`config.mk`:
```
export PLATFORM = sky130hd
export DESIGN_NAME = wrc_div
export DESIGN_NICKNAME = d
export VERILOG_FILES = /design/src/design/wrc_pkg.sv /design/src/design/wrc_div.sv
export SDC_FILE = /design/constraint.sdc
export NUM_CORES = 2
export LEC_CHECK = 0
export ABC_AREA = 0
export BUFFER_PORTS_ARGS = -buffer_cell sky130_fd_sc_hd__buf_2
export CAP_MARGIN = 20
export CORE_MARGIN = 5
export CORE_UTILIZATION = 40
export DETAILED_ROUTE_END_ITERATION = 8
export GPL_TIMING_DRIVEN = 0
export SYNTH_ARGS = -nofsm -noshare
export SYNTH_HDL_FRONTEND = slang
export SYNTH_SLANG_ARGS = --single-unit
```
`constraint.sdc`:
```
create_clock -name clk -period 15.5 [get_ports clk]
set_input_delay 0.775 -clock clk [delete_from_list [all_inputs] [get_ports clk]]
set_output_delay 0.775 -clock clk [all_outputs]
set_load 0.1 [all_outputs]
```
`src/design/wrc_pkg.sv`:
```
package wrc_pkg;

  localparam logic [1:0] MODE_PLAIN = 2'd0;
  localparam logic [1:0] MODE_SINE  = 2'd1;
  localparam logic [1:0] MODE_COS   = 2'd2;
  localparam logic [1:0] MODE_INV   = 2'd3;

  localparam logic [2:0] REG_MODE       = 3'd0;
  localparam logic [2:0] REG_RING_SCALE = 3'd1;
  localparam logic [2:0] REG_BG_RED     = 3'd2;
  localparam logic [2:0] REG_BG_GREEN   = 3'd3;
  localparam logic [2:0] REG_BG_BLUE    = 3'd4;
  localparam logic [2:0] REG_DIFF_RED   = 3'd5;
  localparam logic [2:0] REG_DIFF_GREEN = 3'd6;
  localparam logic [2:0] REG_DIFF_BLUE  = 3'd7;

  localparam logic [31:0] DIV_NUM    = 32'h1000_0000;
  localparam int          DIV_STAGES = 8;
  localparam int          DIV_STEPS  = 4;
  localparam int          DEN_W      = 22;
  localparam int          QUO_W      = 24;

  localparam logic [16:0] ONE_Q16 = 17'd65536;

  typedef logic [16:0] weight_t;

endpackage

```
`src/design/wrc_div.sv`:
```
module wrc_div import wrc_pkg::*; (
  input  logic                     clk,
  input  logic                     rst,
  input  logic                     adv,
  input  logic                     in_valid,
  input  logic [DEN_W-1:0]         denom,
  input  logic signed [15:0]       in_noise,
  output logic                     out_valid,
  output logic [QUO_W-1:0]         quot,
  output logic signed [15:0]       out_noise
);

  logic                   v_r [0:DIV_STAGES-1];
  logic [DEN_W-1:0]       d_r [0:DIV_STAGES-1];
  logic [DEN_W-1:0]       r_r [0:DIV_STAGES-1];
  logic [QUO_W-1:0]       q_r [0:DIV_STAGES-1];
  logic signed [15:0]     n_r [0:DIV_STAGES-1];

  for (genvar s = 0; s < DIV_STAGES; s++) begin : g_stage
    logic               v_src;
    logic [DEN_W-1:0]   d_src;
    logic [DEN_W-1:0]   r_src;
    logic [QUO_W-1:0]   q_src;
    logic signed [15:0] n_src;
    logic [DEN_W-1:0]   r_next;
    logic [QUO_W-1:0]   q_next;

    if (s == 0) begin : g_first
      assign v_src = in_valid;
      assign d_src = denom;
      assign r_src = '0;
      assign q_src = '0;
      assign n_src = in_noise;
    end else begin : g_rest
      assign v_src = v_r[s-1];
      assign d_src = d_r[s-1];
      assign r_src = r_r[s-1];
      assign q_src = q_r[s-1];
      assign n_src = n_r[s-1];
    end

    always_comb begin
      logic [DEN_W:0] rt;
      r_next = r_src;
      q_next = q_src;
      for (int j = 0; j < DIV_STEPS; j++) begin
        rt = {r_next, DIV_NUM[31 - (s * DIV_STEPS + j)]};
        if (rt >= {1'b0, d_src}) begin
          rt = rt - {1'b0, d_src};
          q_next = {q_next[QUO_W-2:0], 1'b1};
        end else begin
          q_next = {q_next[QUO_W-2:0], 1'b0};
        end
        r_next = rt[DEN_W-1:0];
      end
    end

    always_ff @(posedge clk) begin
      if (rst) begin
        v_r[s] <= 1'b0;
      end else if (adv) begin
        v_r[s] <= v_src;
      end
    end

    always_ff @(posedge clk) begin
      if (adv) begin
        d_r[s] <= d_src;
        r_r[s] <= r_next;
        q_r[s] <= q_next;
        n_r[s] <= n_src;
      end
    end
  end

  assign out_valid = v_r[DIV_STAGES-1];
  assign quot      = q_r[DIV_STAGES-1];
  assign out_noise = n_r[DIV_STAGES-1];

endmodule

```
==> impl_results.html <==
<table>
<tr><th>Metric</th><th>Value</th></tr>
<tr><th colspan="2">Outcome</th></tr>
<tr><td>Result of the run</td><td>complete, no violations</td></tr>
<tr><th colspan="2">STA</th></tr>
<tr><td>Post-route minimum period</td><td>between 10000 and 15000 ps</td></tr>
<tr><td>Post-route clock period utilization</td><td>0.946</td></tr>
<tr><td>Setup TNS</td><td>0 ps</td></tr>
<tr><td>Fmax</td><td>0.0682 GHz</td></tr>
<tr><td>Slew Limit Headroom</td><td>0.378</td></tr>
<tr><td>Total setup violations reported at the end of the flow</td><td>0</td></tr>
<tr><td>Max-slew violation total from the final report</td><td>0</td></tr>
<tr><td>Hold Fails Final Rpt</td><td>0</td></tr>
<tr><td>Slew of the pin with the lowest slew margin</td><td>around 900 ps</td></tr>
<tr><td>Unrepaired setup endpoints after global routing</td><td>no</td></tr>
<tr><td>Clk_skew</td><td>between 20 and 30 ps</td></tr>
<tr><th colspan="2">Cells and area</th></tr>
<tr><td>Fin util</td><td>0.439</td></tr>
<tr><td>Most used cells in the layout excluding fill and tap cells</td><td>sky130_fd_sc_hd__ha_1, sky130_fd_sc_hd__a21oi_1, sky130_fd_sc_hd__edfxtp_1, sky130_fd_sc_hd__nor2_1, sky130_fd_sc_hd__inv_1</td></tr>
<tr><td>Final-stage net count</td><td>a little under 7000</td></tr>
<tr><td>Ant diodes</td><td>0</td></tr>
<tr><td># fillers</td><td>around 13000</td></tr>
<tr><td>Area added between synthesis and finish</td><td>9.30%</td></tr>
<tr><td>Fraction of layout cells with a size suffix above 1</td><td>0.0984</td></tr>
<tr><td>Commonest non-fill, non-tap cell in the layout</td><td>sky130_fd_sc_hd__ha_1</td></tr>
<tr><th colspan="2">Routing</th></tr>
<tr><td>DR pass1 iterations</td><td>5</td></tr>
<tr><td>Count of unresolved DRC violations after routing</td><td>0</td></tr>
<tr><td>DR vias/cell</td><td>roughly 5.7</td></tr>
<tr><td>Total length of routed wires</td><td>between 150000 and 200000 um</td></tr>
<tr><td>Number of routed nets with antenna violations</td><td>0</td></tr>
<tr><td>Detail-routed net length per standard cell</td><td>19.5 um</td></tr>
<tr><td>Number of DRC markers after the initial detailed-route iteration</td><td>3546</td></tr>
<tr><td>Total vias in the final route</td><td>46100</td></tr>
<tr><th colspan="2">GRT</th></tr>
<tr><td>GRT Overall Usage</td><td>0.211</td></tr>
<tr><td>Grt total ovfl</td><td>0</td></tr>
<tr><td>Maximum number of pins on one net before global-route repair</td><td>between 100 and 150</td></tr>
<tr><td>Initial antenna violation count</td><td>1</td></tr>
<tr><td>Vias in the first global route</td><td>43700</td></tr>
<tr><td>Wire length of the first global-routing pass</td><td>241000 um</td></tr>
<tr><th colspan="2">Floorplanning</th></tr>
<tr><td>Row Count</td><td>between 100 and 150</td></tr>
<tr><td>I/O pin count</td><td>slightly above 80</td></tr>
<tr><td>Floorplan die area</td><td>approximately 0.14 sq mm</td></tr>
<tr><td>Standard cell core area</td><td>0.135 sq mm</td></tr>
<tr><td>Die Wd</td><td>between 300 and 400 um</td></tr>
<tr><td>Initial Util</td><td>0.402</td></tr>
<tr><td>Die Ht</td><td>between 300 and 400 um</td></tr>
<tr><th colspan="2">Synthesis</th></tr>
<tr><td>Post-synth EDFFs</td><td>528</td></tr>
<tr><td>Number of warnings reported in the yosys synthesis log</td><td>0</td></tr>
<tr><td>Instance count of the mapped netlist</td><td>6032</td></tr>
<tr><td>Syn_area_per_cell</td><td>~9 sq um</td></tr>
<tr><td>Synthesis-stage register bit count</td><td>approximately 530</td></tr>
<tr><td>Fraction of synthesis flops using an asynchronous set or reset pin</td><td>0</td></tr>
<tr><td>Sequential area share after synthesis</td><td>0.292</td></tr>
<tr><td>Leading register cell type out of synthesis</td><td>sky130_fd_sc_hd__edfxtp_1</td></tr>
<tr><td>Number of different library cells in the post-synthesis netlist</td><td>96</td></tr>
<tr><td>Area of the mapped netlist</td><td>about 0.054 sq mm</td></tr>
<tr><th colspan="2">Setup path</th></tr>
<tr><td>Max Fanout on Critical Path</td><td>10</td></tr>
<tr><td>Slowest cell on crit path</td><td>sky130_fd_sc_hd__clkbuf_1</td></tr>
<tr><td>Kind of start point of the critical path</td><td>flip-flop</td></tr>
<tr><td>Kind of cell adding the most delay to the critical path</td><td>compound AO/OA/AOI/OAI gates</td></tr>
<tr><td>Slowest Stage Delay on Critical Path</td><td>~620 ps</td></tr>
<tr><td>Buffers and inverters on the worst path</td><td>8</td></tr>
<tr><td>Type of destination of the critical path</td><td>flip-flop</td></tr>
<tr><td>Type of the setup path with the least slack</td><td>flip-flop to flip-flop</td></tr>
<tr><td>Required time worst endpoint</td><td>approximately 16000 ps</td></tr>
<tr><td>WP data arrival</td><td>around 15000 ps</td></tr>
<tr><td>Worst path most repeated cell</td><td>sky130_fd_sc_hd__a21oi_1</td></tr>
<tr><th colspan="2">Clock tree</th></tr>
<tr><td>Clock latency at the later pin of the worst-skew pair</td><td>approximately 670 ps</td></tr>
<tr><td>H-tree levels</td><td>3</td></tr>
<tr><td>TritonCTS clock tree</td><td>yes</td></tr>
<tr><td>Maximum clock path buffer count</td><td>3</td></tr>
<tr><td>Clock-pin slew on the worst setup and hold paths</td><td>around 50 ps</td></tr>
<tr><td>Clock sink count</td><td>around 530</td></tr>
<tr><td>Cells resized by post-CTS repair</td><td>0</td></tr>
<tr><td>Post-CTS setup buffers</td><td>0</td></tr>
<tr><td>CTS root buffer</td><td>sky130_fd_sc_hd__clkbuf_16</td></tr>
<tr><td>Number of buffers inserted during clock tree synthesis</td><td>69</td></tr>
<tr><td>CTS Hold Bufs</td><td>0</td></tr>
<tr><th colspan="2">Placement</th></tr>
<tr><td>HPWL after detailed placement</td><td>126000 um</td></tr>
<tr><td>Buffers on Ports</td><td>82</td></tr>
<tr><td>Gp weighted congestion</td><td>~0.95</td></tr>
<tr><th colspan="2">Min path</th></tr>
<tr><td>Type of the most critical hold path</td><td>input pin to flip-flop</td></tr>
<tr><th colspan="2">Job</th></tr>
<tr><td>Number of max-cap violations</td><td>0</td></tr>
</table>
==> cells in the mapped netlist (11+ instances only) <==
cell type / count / area share
sky130_fd_sc_hd__nand4_1: 83 / 0.0095
sky130_fd_sc_hd__mux2_4: 16 / 0.0044
sky130_fd_sc_hd__ha_1: 660 / 0.15
sky130_fd_sc_hd__a31oi_1: 45 / 0.0052
sky130_fd_sc_hd__nand2_1: 364 / 0.025
sky130_fd_sc_hd__and3_1: 53 / 0.0061
sky130_fd_sc_hd__nand2b_1: 101 / 0.012
sky130_fd_sc_hd__xor2_1: 190 / 0.031
sky130_fd_sc_hd__a21oi_1: 608 / 0.056
sky130_fd_sc_hd__o21a_1: 117 / 0.016
sky130_fd_sc_hd__a211o_1: 13 / 0.0021
sky130_fd_sc_hd__o31a_1: 23 / 0.0037
sky130_fd_sc_hd__or3_1: 32 / 0.0037
sky130_fd_sc_hd__o41ai_1: 11 / 0.0018
sky130_fd_sc_hd__o211ai_1: 35 / 0.0048
sky130_fd_sc_hd__o21ai_0: 371 / 0.034
sky130_fd_sc_hd__nand3_1: 95 / 0.0087
sky130_fd_sc_hd__nor3_1: 115 / 0.011
sky130_fd_sc_hd__mux2i_1: 62 / 0.011
sky130_fd_sc_hd__and2_1: 51 / 0.0059
sky130_fd_sc_hd__buf_2: 30 / 0.0028
sky130_fd_sc_hd__and4_1: 12 / 0.0019
sky130_fd_sc_hd__nor2b_1: 72 / 0.0083
sky130_fd_sc_hd__a31o_2: 17 / 0.0027
sky130_fd_sc_hd__o31ai_1: 56 / 0.0077
sky130_fd_sc_hd__a211oi_1: 77 / 0.011
sky130_fd_sc_hd__o221ai_1: 11 / 0.0018
sky130_fd_sc_hd__nand3b_1: 13 / 0.0018
sky130_fd_sc_hd__inv_1: 376 / 0.026
sky130_fd_sc_hd__mux2_2: 274 / 0.057
sky130_fd_sc_hd__clkbuf_1: 61 / 0.0042
sky130_fd_sc_hd__a21boi_0: 21 / 0.0029
sky130_fd_sc_hd__edfxtp_1: 528 / 0.29
sky130_fd_sc_hd__a21o_1: 258 / 0.036
sky130_fd_sc_hd__a221o_1: 13 / 0.0024
sky130_fd_sc_hd__or2_2: 33 / 0.0038
sky130_fd_sc_hd__xnor2_1: 323 / 0.052
sky130_fd_sc_hd__nor4_1: 30 / 0.0035
sky130_fd_sc_hd__nor2_1: 483 / 0.033
sky130_fd_sc_hd__nor3b_1: 12 / 0.0017
sky130_fd_sc_hd__o21bai_1: 77 / 0.011
sky130_fd_sc_hd__buf_1: 16 / 0.0011
==> worst register-to-register path, delay by kind of cell (launching register included) <==
kind / cells / cell delay [ps]
compound gates: 21 / 5000
buf+inv: 8 / 3030
mux: 6 / 2460
simple gates: 10 / 2030
fa+ha+maj: 4 / 1440
flops: 1 / 470
==> worst paths after layout <==
path / cells after the start / slack, ps / start / end
worst max-delay path: 49 / 840 / d_r[0][6] / r_r[1][4]
worst min-delay path: 1 / 290 / in_noise[6] / n_r[0][6]
worst max register to register: 49 / 840 / d_r[0][6] / r_r[1][4]
worst min register to register: 0 / 410 / q_r[1][62] / q_r[1][90]
==> final cells by class <==
type	instances	area, sq um	area share
multi-input combinational	5011	36600	0.616
sequential	528	15900	0.267
tap	1781	2230	0.0375
clock buffer	75	1750	0.0294
inverter	385	1450	0.0244
timing repair buffer	86	531	0.00892
buffer	117	529	0.00890
clock inverter	50	487	0.00819
==> flip-flops by register name, summed over array words and instances, names as in the netlist <==
register and cells:
r_r 154, q_r 84, n_r 128, v_r 8, d_r 154
==> logic make-up after synthesis <==
logic type | share of synthesized area
AO/OA/AOI/OAI | 0.223
AND/OR/NAND/NOR | 0.139
adder cells (fa/ha/maj) | 0.155
flip-flops | 0.292
XOR/XNOR | 0.0826
buffers and inverters | 0.0363
multiplexers | 0.0732
other | 0.0000690
==> layer usage <==
| layer | vias up | GRT usage | share of wire |
|---|---|---|---|
| met5 | - | 0 | 0 |
| li1 | 22900 | - | - |
| met1 | 21800 | 0.286 | 0.46 |
| met2 | 1178 | 0.347 | 0.45 |
| met3 | 281 | 0.0250 | 0.048 |
| met4 | 0 | 0.0762 | 0.035 |
==> stage by stage <==
stage / cell area (sq um) / worst slack, ps / hold slack (ps) / instances
after global routing: 59400 / 67.1 / 239 / 8033
after CTS: 59400 / 214 / 220 / 8033
after global placement: 57100 / 362 / 400 / 7904
after detailed placement: 57200 / 303 / 405 / 7908
final: 59400 / 838 / 292 / 8033
after floorplan: 54400 / 4180 / 400 / 6041
Power is not shown: default switching activity piles up to over one toggle a cycle in this logic, so the estimate is an artifact.
